--- src/sv/nbuuid_pkg.sv ---
package nbuuid_pkg;

   localparam int unsigned ROUNDS = 80;
   localparam int unsigned WINDOW = 16;
   localparam int unsigned BASE_LEN = 38;

   localparam logic [1:0] ACT_DEVICE = 2'd0;
   localparam logic [1:0] ACT_PART   = 2'd1;
   localparam logic [1:0] ACT_SUB    = 2'd2;

   localparam logic [5:0] LEN_DEVICE = 6'd38;
   localparam logic [5:0] LEN_PART   = 6'd50;
   localparam logic [5:0] LEN_SUB    = 6'd46;

   localparam logic [7:0] PAD_MARK = 8'h80;
   localparam logic [7:0] TAG_PART = 8'h0b;
   localparam logic [7:0] TAG_SUB  = 8'h07;

   localparam logic [303:0] BASE_MSG = {
      128'hc816c9a3_522456bf_9d9aac7e_a703fb5b,
      80'h4e56_4944_4941_2047_5055,
      8'h02, 16'h0000,
      8'h08, 64'h0000_0000_0000_0000
   };

   localparam logic [23:0] TEXT_PART = 24'h534d43;
   localparam logic [23:0] TEXT_SUB  = 24'h554743;

   localparam logic [31:0] H0_INIT = 32'h67452301;
   localparam logic [31:0] H1_INIT = 32'hefcdab89;
   localparam logic [31:0] H2_INIT = 32'h98badcfe;
   localparam logic [31:0] H3_INIT = 32'h10325476;
   localparam logic [31:0] H4_INIT = 32'hc3d2e1f0;

   localparam logic [31:0] K_CH  = 32'h5a827999;
   localparam logic [31:0] K_PA1 = 32'h6ed9eba1;
   localparam logic [31:0] K_MAJ = 32'h8f1bbcdc;
   localparam logic [31:0] K_PA2 = 32'hca62c1d6;

   localparam logic [6:0] ROUND_LAST = 7'(ROUNDS - 1);
   localparam logic [6:0] ROUND_PA1  = 7'd20;
   localparam logic [6:0] ROUND_MAJ  = 7'd40;
   localparam logic [6:0] ROUND_PA2  = 7'd60;

   localparam logic [3:0] VERSION_NIBBLE = 4'h5;
   localparam logic [1:0] VARIANT_BITS   = 2'b10;

   typedef struct packed {
      logic [31:0] a;
      logic [31:0] b;
      logic [31:0] c;
      logic [31:0] d;
      logic [31:0] e;
   } sha1_state_type;

   typedef struct packed {
      logic load;
      logic advance;
   } sched_ctrl_type;

   typedef enum logic [2:0] {
      ST_IDLE   = 3'b001,
      ST_ROUND  = 3'b010,
      ST_FINISH = 3'b100
   } state_type;

   function automatic logic [31:0] rotl1(input logic [31:0] x);
      return {x[30:0], x[31]};
   endfunction

endpackage

--- src/sv/nbuuid_msg.sv ---
module nbuuid_msg
   import nbuuid_pkg::*;
(
   input  logic [1:0]   action,
   input  logic [15:0]  chip_id,
   input  logic [63:0]  device_identifier,
   input  logic [31:0]  swizzle_id,
   input  logic [31:0]  syspipe_id,
   input  logic [31:0]  ugpu_id,
   output logic [511:0] block
);

   logic [7:0]  blk [64];
   logic [5:0]  msg_len;
   logic [15:0] bit_len;

   always_comb begin
      for (int i = 0; i < BASE_LEN; i++) begin
         blk[i] = BASE_MSG[8*(BASE_LEN-1-i) +: 8];
      end
      for (int i = BASE_LEN; i < 64; i++) begin
         blk[i] = 8'h00;
      end
      blk[27] = chip_id[7:0];
      blk[28] = chip_id[15:8];
      for (int j = 0; j < 8; j++) begin
         blk[30+j] = device_identifier[8*j +: 8];
      end
      case (action)
         ACT_PART: begin
            blk[38] = TAG_PART;
            blk[39] = TEXT_PART[23:16];
            blk[40] = TEXT_PART[15:8];
            blk[41] = TEXT_PART[7:0];
            for (int j = 0; j < 4; j++) begin
               blk[42+j] = swizzle_id[8*j +: 8];
               blk[46+j] = syspipe_id[8*j +: 8];
            end
            msg_len = LEN_PART;
         end
         ACT_SUB: begin
            blk[38] = TAG_SUB;
            blk[39] = TEXT_SUB[23:16];
            blk[40] = TEXT_SUB[15:8];
            blk[41] = TEXT_SUB[7:0];
            for (int j = 0; j < 4; j++) begin
               blk[42+j] = ugpu_id[8*j +: 8];
            end
            msg_len = LEN_SUB;
         end
         default: begin
            msg_len = LEN_DEVICE;
         end
      endcase
      blk[msg_len] = PAD_MARK;
      bit_len = {7'd0, msg_len, 3'd0};
      blk[62] = bit_len[15:8];
      blk[63] = bit_len[7:0];
      for (int i = 0; i < 64; i++) begin
         block[511-8*i -: 8] = blk[i];
      end
   end

endmodule

--- src/sv/nbuuid_sched.sv ---
module nbuuid_sched
   import nbuuid_pkg::*;
(
   input  logic           clock,
   input  sched_ctrl_type ctrl,
   input  logic [511:0]   block,
   output logic [31:0]    w_cur
);

   logic [31:0] w_ff [WINDOW];
   logic [31:0] w_in [WINDOW];

   always_comb begin
      for (int i = 0; i < WINDOW; i++) begin
         w_in[i] = w_ff[i];
      end
      if (ctrl.load) begin
         for (int i = 0; i < WINDOW; i++) begin
            w_in[i] = block[511-32*i -: 32];
         end
      end else if (ctrl.advance) begin
         for (int i = 0; i < WINDOW-1; i++) begin
            w_in[i] = w_ff[i+1];
         end
         w_in[WINDOW-1] = rotl1(w_ff[13] ^ w_ff[8] ^ w_ff[2] ^ w_ff[0]);
      end
   end

   always_ff @(posedge clock) begin
      for (int i = 0; i < WINDOW; i++) begin
         w_ff[i] <= w_in[i];
      end
   end

   assign w_cur = w_ff[0];

endmodule

--- src/sv/nbuuid_round.sv ---
module nbuuid_round
   import nbuuid_pkg::*;
(
   input  sha1_state_type cur,
   input  logic [6:0]     round,
   input  logic [31:0]    w,
   output sha1_state_type nxt
);

   logic [31:0] f;
   logic [31:0] k;

   always_comb begin
      if (round < ROUND_PA1) begin
         f = (cur.b & cur.c) | (~cur.b & cur.d);
         k = K_CH;
      end else if (round < ROUND_MAJ) begin
         f = cur.b ^ cur.c ^ cur.d;
         k = K_PA1;
      end else if (round < ROUND_PA2) begin
         f = (cur.b & cur.c) | (cur.b & cur.d) | (cur.c & cur.d);
         k = K_MAJ;
      end else begin
         f = cur.b ^ cur.c ^ cur.d;
         k = K_PA2;
      end
      nxt.a = {cur.a[26:0], cur.a[31:27]} + f + cur.e + k + w;
      nxt.b = cur.a;
      nxt.c = {cur.b[1:0], cur.b[31:2]};
      nxt.d = cur.c;
      nxt.e = cur.d;
   end

endmodule

--- src/sv/name_based_uuid_sha1.sv ---
// An accepted request runs 80 SHA-1 rounds, then the digest add, before rsp_valid.
// One SHA-1 round unit is reused, one round per cycle; the next request waits for idle.
// req_ready is high only while idle; a finished result waits in the output register.
// Reset (synchronous, active high) returns the sequencer to idle and drops rsp_valid.
module name_based_uuid_sha1
   import nbuuid_pkg::*;
(
   input  logic        clock,
   input  logic        reset,
   input  logic        req_valid,
   output logic        req_ready,
   input  logic [1:0]  req_action,
   input  logic [15:0] req_chip_id,
   input  logic [63:0] req_device_identifier,
   input  logic [31:0] req_swizzle_id,
   input  logic [31:0] req_syspipe_id,
   input  logic [31:0] req_ugpu_id,
   output logic        rsp_valid,
   input  logic        rsp_ready,
   output logic [63:0] rsp_uuid_first_half,
   output logic [63:0] rsp_uuid_second_half
);

   state_type      state_ff, state_in;
   logic [6:0]     round_ff, round_in;
   sha1_state_type hash_ff, hash_in, hash_nxt;
   logic           rsp_valid_ff, rsp_valid_in;
   logic [63:0]    first_ff, first_in;
   logic [63:0]    second_ff, second_in;
   logic [511:0]   block;
   logic [31:0]    w_cur;
   sched_ctrl_type sched_ctrl;
   logic           req_take;
   logic           rsp_take;
   logic           finish_go;
   logic [31:0]    sum0, sum1, sum2, sum3;

   nbuuid_msg u_msg (
      .action            (req_action),
      .chip_id           (req_chip_id),
      .device_identifier (req_device_identifier),
      .swizzle_id        (req_swizzle_id),
      .syspipe_id        (req_syspipe_id),
      .ugpu_id           (req_ugpu_id),
      .block             (block)
   );

   nbuuid_sched u_sched (
      .clock (clock),
      .ctrl  (sched_ctrl),
      .block (block),
      .w_cur (w_cur)
   );

   nbuuid_round u_round (
      .cur   (hash_ff),
      .round (round_ff),
      .w     (w_cur),
      .nxt   (hash_nxt)
   );

   assign req_ready = (state_ff == ST_IDLE);
   assign req_take  = req_valid && req_ready;
   assign rsp_take  = rsp_valid_ff && rsp_ready;
   assign finish_go = (state_ff == ST_FINISH) && (!rsp_valid_ff || rsp_ready);

   assign sched_ctrl.load    = req_take;
   assign sched_ctrl.advance = (state_ff == ST_ROUND);

   assign sum0 = hash_ff.a + H0_INIT;
   assign sum1 = hash_ff.b + H1_INIT;
   assign sum2 = hash_ff.c + H2_INIT;
   assign sum3 = hash_ff.d + H3_INIT;

   always_comb begin
      state_in     = state_ff;
      round_in     = round_ff;
      hash_in      = hash_ff;
      rsp_valid_in = rsp_valid_ff;
      first_in     = first_ff;
      second_in    = second_ff;
      if (rsp_take) begin
         rsp_valid_in = 1'b0;
      end
      unique case (state_ff)
         ST_IDLE: begin
            if (req_take) begin
               hash_in  = '{a: H0_INIT, b: H1_INIT, c: H2_INIT, d: H3_INIT, e: H4_INIT};
               round_in = 7'd0;
               state_in = ST_ROUND;
            end
         end
         ST_ROUND: begin
            hash_in  = hash_nxt;
            round_in = round_ff + 7'd1;
            if (round_ff == ROUND_LAST) begin
               state_in = ST_FINISH;
            end
         end
         ST_FINISH: begin
            if (finish_go) begin
               first_in     = {sum0, sum1[31:16], VERSION_NIBBLE, sum1[11:0]};
               second_in    = {VARIANT_BITS, sum2[29:0], sum3};
               rsp_valid_in = 1'b1;
               state_in     = ST_IDLE;
            end
         end
         default: begin
            state_in = ST_IDLE;
         end
      endcase
   end

   always_ff @(posedge clock) begin
      if (reset) begin
         state_ff     <= ST_IDLE;
         rsp_valid_ff <= 1'b0;
         round_ff     <= 7'd0;
      end else begin
         state_ff     <= state_in;
         rsp_valid_ff <= rsp_valid_in;
         round_ff     <= round_in;
      end
   end

   always_ff @(posedge clock) begin
      hash_ff   <= hash_in;
      first_ff  <= first_in;
      second_ff <= second_in;
   end

   assign rsp_valid            = rsp_valid_ff;
   assign rsp_uuid_first_half  = first_ff;
   assign rsp_uuid_second_half = second_ff;

`ifndef ASSERT_OFF
   a_onehot_state: assert property (@(posedge clock) disable iff (reset)
      $onehot(state_ff))
      else $error("sequencer state not one-hot");

   a_start_round: assert property (@(posedge clock) disable iff (reset)
      req_take |=> (state_ff == ST_ROUND) && (round_ff == 7'd0))
      else $error("accepted request did not start at round zero");

   a_round_bound: assert property (@(posedge clock) disable iff (reset)
      (state_ff == ST_ROUND) |-> (round_ff <= ROUND_LAST))
      else $error("round counter out of range");

   a_rsp_source: assert property (@(posedge clock) disable iff (reset)
      $rose(rsp_valid_ff) |-> $past(state_ff == ST_FINISH))
      else $error("response raised outside finish step");
`endif

endmodule

--- config.mk ---
export PLATFORM = sky130hd
export DESIGN_NAME = name_based_uuid_sha1
export DESIGN_NICKNAME = d
export VERILOG_FILES = /design/src/sv/nbuuid_pkg.sv /design/src/sv/nbuuid_msg.sv /design/src/sv/nbuuid_sched.sv /design/src/sv/nbuuid_round.sv /design/src/sv/name_based_uuid_sha1.sv
export SDC_FILE = /design/constraint.sdc
export NUM_CORES = 2
export LEC_CHECK = 0
export BUFFER_PORTS_ARGS = -buffer_cell sky130_fd_sc_hd__buf_2
export CORE_ASPECT_RATIO = 0.7
export CORE_UTILIZATION = 60
export DETAILED_ROUTE_END_ITERATION = 10
export MAX_ROUTING_LAYER = met4
export PLACE_DENSITY = 0.8
export SYNTH_ARGS = -nofsm -noshare
export SYNTH_HDL_FRONTEND = slang
export SYNTH_SLANG_ARGS = --single-unit
--- constraint.sdc ---
create_clock -name clock -period 10.55 [get_ports clock]
set_input_delay 1.055 -clock clock [delete_from_list [all_inputs] [get_ports clock]]
set_output_delay 1.055 -clock clock [all_outputs]
set_load 0.05 [all_outputs]
; ---- Word level (Yosys, flattened, before mapping)
; Memories as Yosys holds them, arrays and structs flattened.
; Cells that the tools add are included.
[classes]
muxes = 24
eq_ne = 9
addsub = 9
reduce_logical = 10
n_bitwise = 17
order_cmp = 5
[ops]
columns = cell, count
row1 = $mux 512, 2
row2 = $and 448x448->448, 1
row3 = $not 448->448, 1
row4 = $pmux 160 s2, 1
row5 = $mux 32, 6
row6 = $mux 160, 1
row7 = $xor 32x32->32, 5
row8 = $add 32x32->32, 4
row9 = $and 32x32->32, 4
row10 = $pmux 60 s2, 1
row11 = $or 32x32->32, 3
row12 = $or 64x64->64, 1
row13 = $demux 8 s6, 1
row14 = $add 32x29->32 const B, 1
row15 = $add 32x31->32 const B, 1
row16 = $add 32x32->32 const B, 1
row17 = $not 32->32, 1
row18 = $mux 31, 1
row19 = $add 30x29->30 const B, 1
row20 = $lt 7x6->1 const B, 2
row21 = $pmux 7 s2, 1
row22 = $pmux 5 s2, 1
row23 = $mux 3, 3
row24 = $pmux 3 s3, 1
row25 = other kinds (22), 29
[word_totals]
ram_bits = 512
input_bits = 182
wordCells = 85
register_bits = 293
n_memories = 1
[memory_table]
columns = name, words, word_bits, rd, rd_clocked_by_memory_dff, write_ports, line
row1 = u_sched.w_ff, 16, 32, 16, 0, 16, nbuuid_sched.sv:10  ; logic [31:0] w_ff [WINDOW];

; ---- Longest topological paths before layout
[depth]
word_depth = 11
ltp_mapped = 19
ltp_nobuf = 17

; ---- Modules after synthesis
; A second synthesis with hierarchy kept.
[hier_totals]
hier_cells = 3524
hier_area_um2 = 46379.5
[by_module_without_submodules]
columns = mod, area_per_inst_um2, n_inst, seq_area_each_um2, cells_per_inst
row1 = nbuuid_sched, 22919.5, 1, 15374.7, 1246
row2 = name_based_uuid_sha1, 12592.1, 1, 8688.3, 908
row3 = nbuuid_round, 6723.9, 1, 0.0, 804
row4 = nbuuid_msg, 4144.0, 1, 0.0, 566

; ---- Worst setup path after synthesis
; Ideal clock, no wire load.
[synth_path]
kind = register to register
from = reg, netlist name state_ff[0]
to = mem u_sched.w_ff[0][0] (enable)
path_stages_with_launch = 6
setup_time_ns = 0.652
arrival_time_ns = 8.043
period_less_slack_ns = 8.694
slack_ns = 1.856
required_ns = 9.898
cell_sequence = dfxtp_1 nor3b_1 nand2_1 clkbuf_1 clkbuf_1 nand2_1
[synth_rtl]
columns = item, line
row1 = to (decl), nbuuid_sched.sv:10

; ---- Worst setup path after layout
[layout_path]
from = reg round_ff[4]
to = reg hash_ff[158] (netlist bit), data pin
[layout_between]
elab_chain_len = 9
[layout_lines]
columns = item, line
row1 = from (decl), name_based_uuid_sha1.sv:25  ; logic [6:0] round_ff, round_in;
row2 = from (signal assigned), name_based_uuid_sha1.sv:122  ; round_ff <= round_in;
row3 = $lt 7x6->1, nbuuid_round.sv:20  ; end else if (round < ROUND_PA2) begin
row4 = $mux 32, nbuuid_round.sv:20
row5 = $mux 32, nbuuid_round.sv:17  ; end else if (round < ROUND_MAJ) begin
row6 = $mux 32, nbuuid_round.sv:14  ; if (round < ROUND_PA1) begin
row7 = $add 32x32->32 (2 in series), nbuuid_round.sv:27  ; nxt.a = {cur.a[26:0], cur.a[31:27]} + f + cur.e + k + w;
row8 = $add 32x32->32 (*) (2 in series), nbuuid_round.sv:27
row9 = $pmux 160 s2 (*), name_based_uuid_sha1.sv:85  ; unique case (state_ff)
row10 = to (signal assigned), name_based_uuid_sha1.sv:127  ; hash_ff <= hash_in;
row11 = to (decl), name_based_uuid_sha1.sv:26  ; sha1_state_type hash_ff, hash_in, hash_nxt;
; Mark *: on every way between the ends. The rest lies on a longest branch, timed or not.
; A chain may end at the register's enable or synchronous reset.

==> results.cfg <==
[routing]
antenna_left = 0
vias = 27130
drtPass1Iterations = 6
drt_wl_total_mm = 99.4
viasPerCell = 5.89
routedWlPerCell_um = 21.6
first_iter_violations = 3346
drc_errors = 0

[global_routing]
grt_pass1_wl_mm = 150
grt-ovfl-total = 0
grt_max_degree = 215
first_global_vias = 25514
antenna_found_initial = 6
grtUsageTotal_pct = 32.0

[worst_setup_path]
worst-path-buf-inv = 2
start_kind = flip-flop
required_ps = 10930
critPathMaxStageDelay_ps = 560
critPathTopFamily = compound AO/OA/AOI/OAI gates
path_class = flip-flop to flip-flop
crit_top_cell = ha_1
arrival_ps = 6300
crit_fanout = 20
crit_path_top_delay_cell = inv_1
critPathCaptureType = flip-flop
path_cells = and3_1 -> or3_1 -> buf_4 -> nand2_2 -> inv_1 -> a221o_1 -> fa_1 -> ha_1 -> ha_1 -> a21oi_1 -> o211ai_1 -> a41oi_1 -> nand2b_1 -> o31ai_1 -> o21ai_0 -> mux2i_1

[power]
vdd_drop_max_mv = 0.113
p_leak_nw = 16.4
cellPowerDensity_nw_per_um2 = 188

[sta]
worst_slack_ps = 4630
fin_crit_sh_pct = 56.1
finalHoldViolCount = 0
finalSetupViolCount = 0
setup_tns_ps = 0
fmax_mhz = 169
grt_setup_unrepaired = false
tightest_slew_ps = 1080
fin_skew_ps = 21.5
max_slew_margin_pct = 27.8
min_period_ps = 5920
slew_violations = 0

[die]
coreArea_um2 = 62000
rows = 76
die_w_um = 303
start_util_pct = 61.2
die_area_um2 = 64300
ios = 312
die_h_um = 212

[clock_network]
post_cts_buffers = 0
htreeDepth = 3
cts_tree = built
cts-hold-fix-buffers = 0
cts_resized = 0
clkTransAtPathRegs_ps = 70
cts_root_buf = clkbuf_16
cts_inserted_buffers = 75
cts_buffer_depth = 3
clk_latency_ps = 650
clock-sinks = 805

[finish]
post-route-cell-area_um2 = 42600
nFillCells = 4548
drive_above_1_share_pct = 13.1
regArea_um2 = 21700
utilization_pct = 68.8
nets = 4065
area_growth_pct = 12.3
final_cell_mix = 782 x nand2_1, 560 x edfxtp_1, 305 x buf_2, 254 x a21oi_1, 244 x dfxtp_1
multi_input_area_um2 = 14600
final_common_cell = nand2_1
instances_no_fill = 4607

[place]
placed_cell_area_um2 = 40000
place_congestion = 0.946
dpl.hpwl_mm = 67.5
place_inst = 4461
port_buffers = 305
dp_slack_ps = 4810

[synth]
ys_ff_latch = 805
synthDistinctLibCells = 76
ys_async_sr_fraction_pct = 0
syn_area_per_cell_um2 = 10.8
synth_flop_cell = edfxtp_1
syn-cell-area_um2 = 38000
yosysWarningCount = 0
synthCells = 3512
ys_seq_area_share_pct = 57.2
synth_edf_count = 560

[worst_hold_path]
holdCritPathClass = flip-flop to flip-flop

[outcome]
status = completed

[run]
drv_cap = 0
==> cells by family after synthesis <==
logic type / Yosys count / synth area share [%]
AOI/OAI and AO/OA: 649 / 11.2
xor gates and xnor gates: 221 / 5.10
adders and majority gates: 164 / 7.62
buffers and inverters: 438 / 4.47
DFF: 805 / 57.2
muxes: 39 / 1.04
other: 2 / 0.0198
and+or+nand+nor: 1194 / 13.3
==> area by class of cell <==
| class | instances | share of cell area, % |
|---|---|---|
| tap | 819 | 2.40 |
| inverter | 233 | 2.05 |
| sequential | 805 | 51.0 |
| antenna | 6 | 0.0352 |
| clock buffer | 106 | 5.30 |
| clock inverter | 34 | 0.839 |
| multi-input combinational | 2273 | 34.3 |
| timing repair buffer | 331 | 4.13 |
==> Yosys cell counts, types with 11 or more instances <==
| master | count | share of area, % |
|---|---|---|
| nor2_1 | 167 | 1.7 |
| a211oi_1 | 29 | 0.57 |
| nor3_1 | 23 | 0.30 |
| and3_1 | 70 | 1.2 |
| a31oi_1 | 11 | 0.18 |
| nand2b_1 | 51 | 0.84 |
| ha_1 | 52 | 1.7 |
| xnor2_1 | 184 | 4.2 |
| nand4_1 | 11 | 0.18 |
| dfxtp_1 | 245 | 13 |
| o21ai_0 | 75 | 0.99 |
| clkbuf_1 | 165 | 1.6 |
| xor2_1 | 37 | 0.85 |
| edfxtp_1 | 560 | 44 |
| a21oi_1 | 254 | 3.3 |
| a22oi_1 | 33 | 0.65 |
| fa_1 | 112 | 5.9 |
| o211ai_1 | 12 | 0.24 |
| o21a_1 | 19 | 0.38 |
| inv_1 | 233 | 2.3 |
| mux2i_1 | 36 | 0.95 |
| a22o_1 | 114 | 2.6 |
| nand2_1 | 786 | 7.8 |
| buf_2 | 26 | 0.34 |
| nand3_1 | 41 | 0.54 |
| a21o_1 | 12 | 0.24 |
| a221oi_1 | 16 | 0.37 |
==> worst paths after layout <==
kind	startpoint	cells past startpoint	slack (ps)	endpoint
setup / recovery	round_ff[4]	16	4630	hash_ff[158]
hold / removal	u_sched.w_ff[1][208]	2	440	u_sched.w_ff[1][176]
setup reg to reg	round_ff[4]	16	4630	hash_ff[158]
hold reg to reg	u_sched.w_ff[1][208]	2	440	u_sched.w_ff[1][176]
==> flip-flops by register name (all words and copies together), names as in the netlist <==
register	count
rsp_uuid_second_half	62
round_ff	7
hash_ff	160
rsp_valid	1
u_sched.w_ff	512
rsp_uuid_first_half	60
state_ff	3
==> stage by stage <==
step                      hold slack (ps)  power, W
after floorplan                       432   0.00480
after global placement                438   0.00519
after detailed placement              442   0.00520
after CTS                             438   0.00803
after global routing                  456   0.00835
final                                 440   0.00803
==> report_power, final <==
group	internal (W)	total, W	switching [W]
sequential	0.00359	0.00371	0.000123
clock	0.00162	0.00286	0.00124
combinational	0.000532	0.00146	0.000933
==> worst register-to-register path: stages, from the launching register on <==
cell	delay (ps)
dfxtp_1	380
and3_1	230
or3_1	340
buf_4	230
nand2_2	460
inv_1	570
a221o_1	460
fa_1	440
ha_1	310
ha_1	370
a21oi_1	370
o211ai_1	190
a41oi_1	290
nand2b_1	100
o31ai_1	530
o21ai_0	230
mux2i_1	150
==> layer usage <==
layer / up-vias / wire length, um / share of wire (%) / GRT usage (%)
met5: - / 0 / 0 / -
met2: 1325 / 43000 / 43 / 44.9
met3: 160 / 12200 / 12 / 9.80
li1: 12466 / - / - / -
met1: 13179 / 42000 / 42 / 45.6
met4: 0 / 2120 / 2.1 / 7.14
Note: power is estimated with default switching activity, not from simulation.
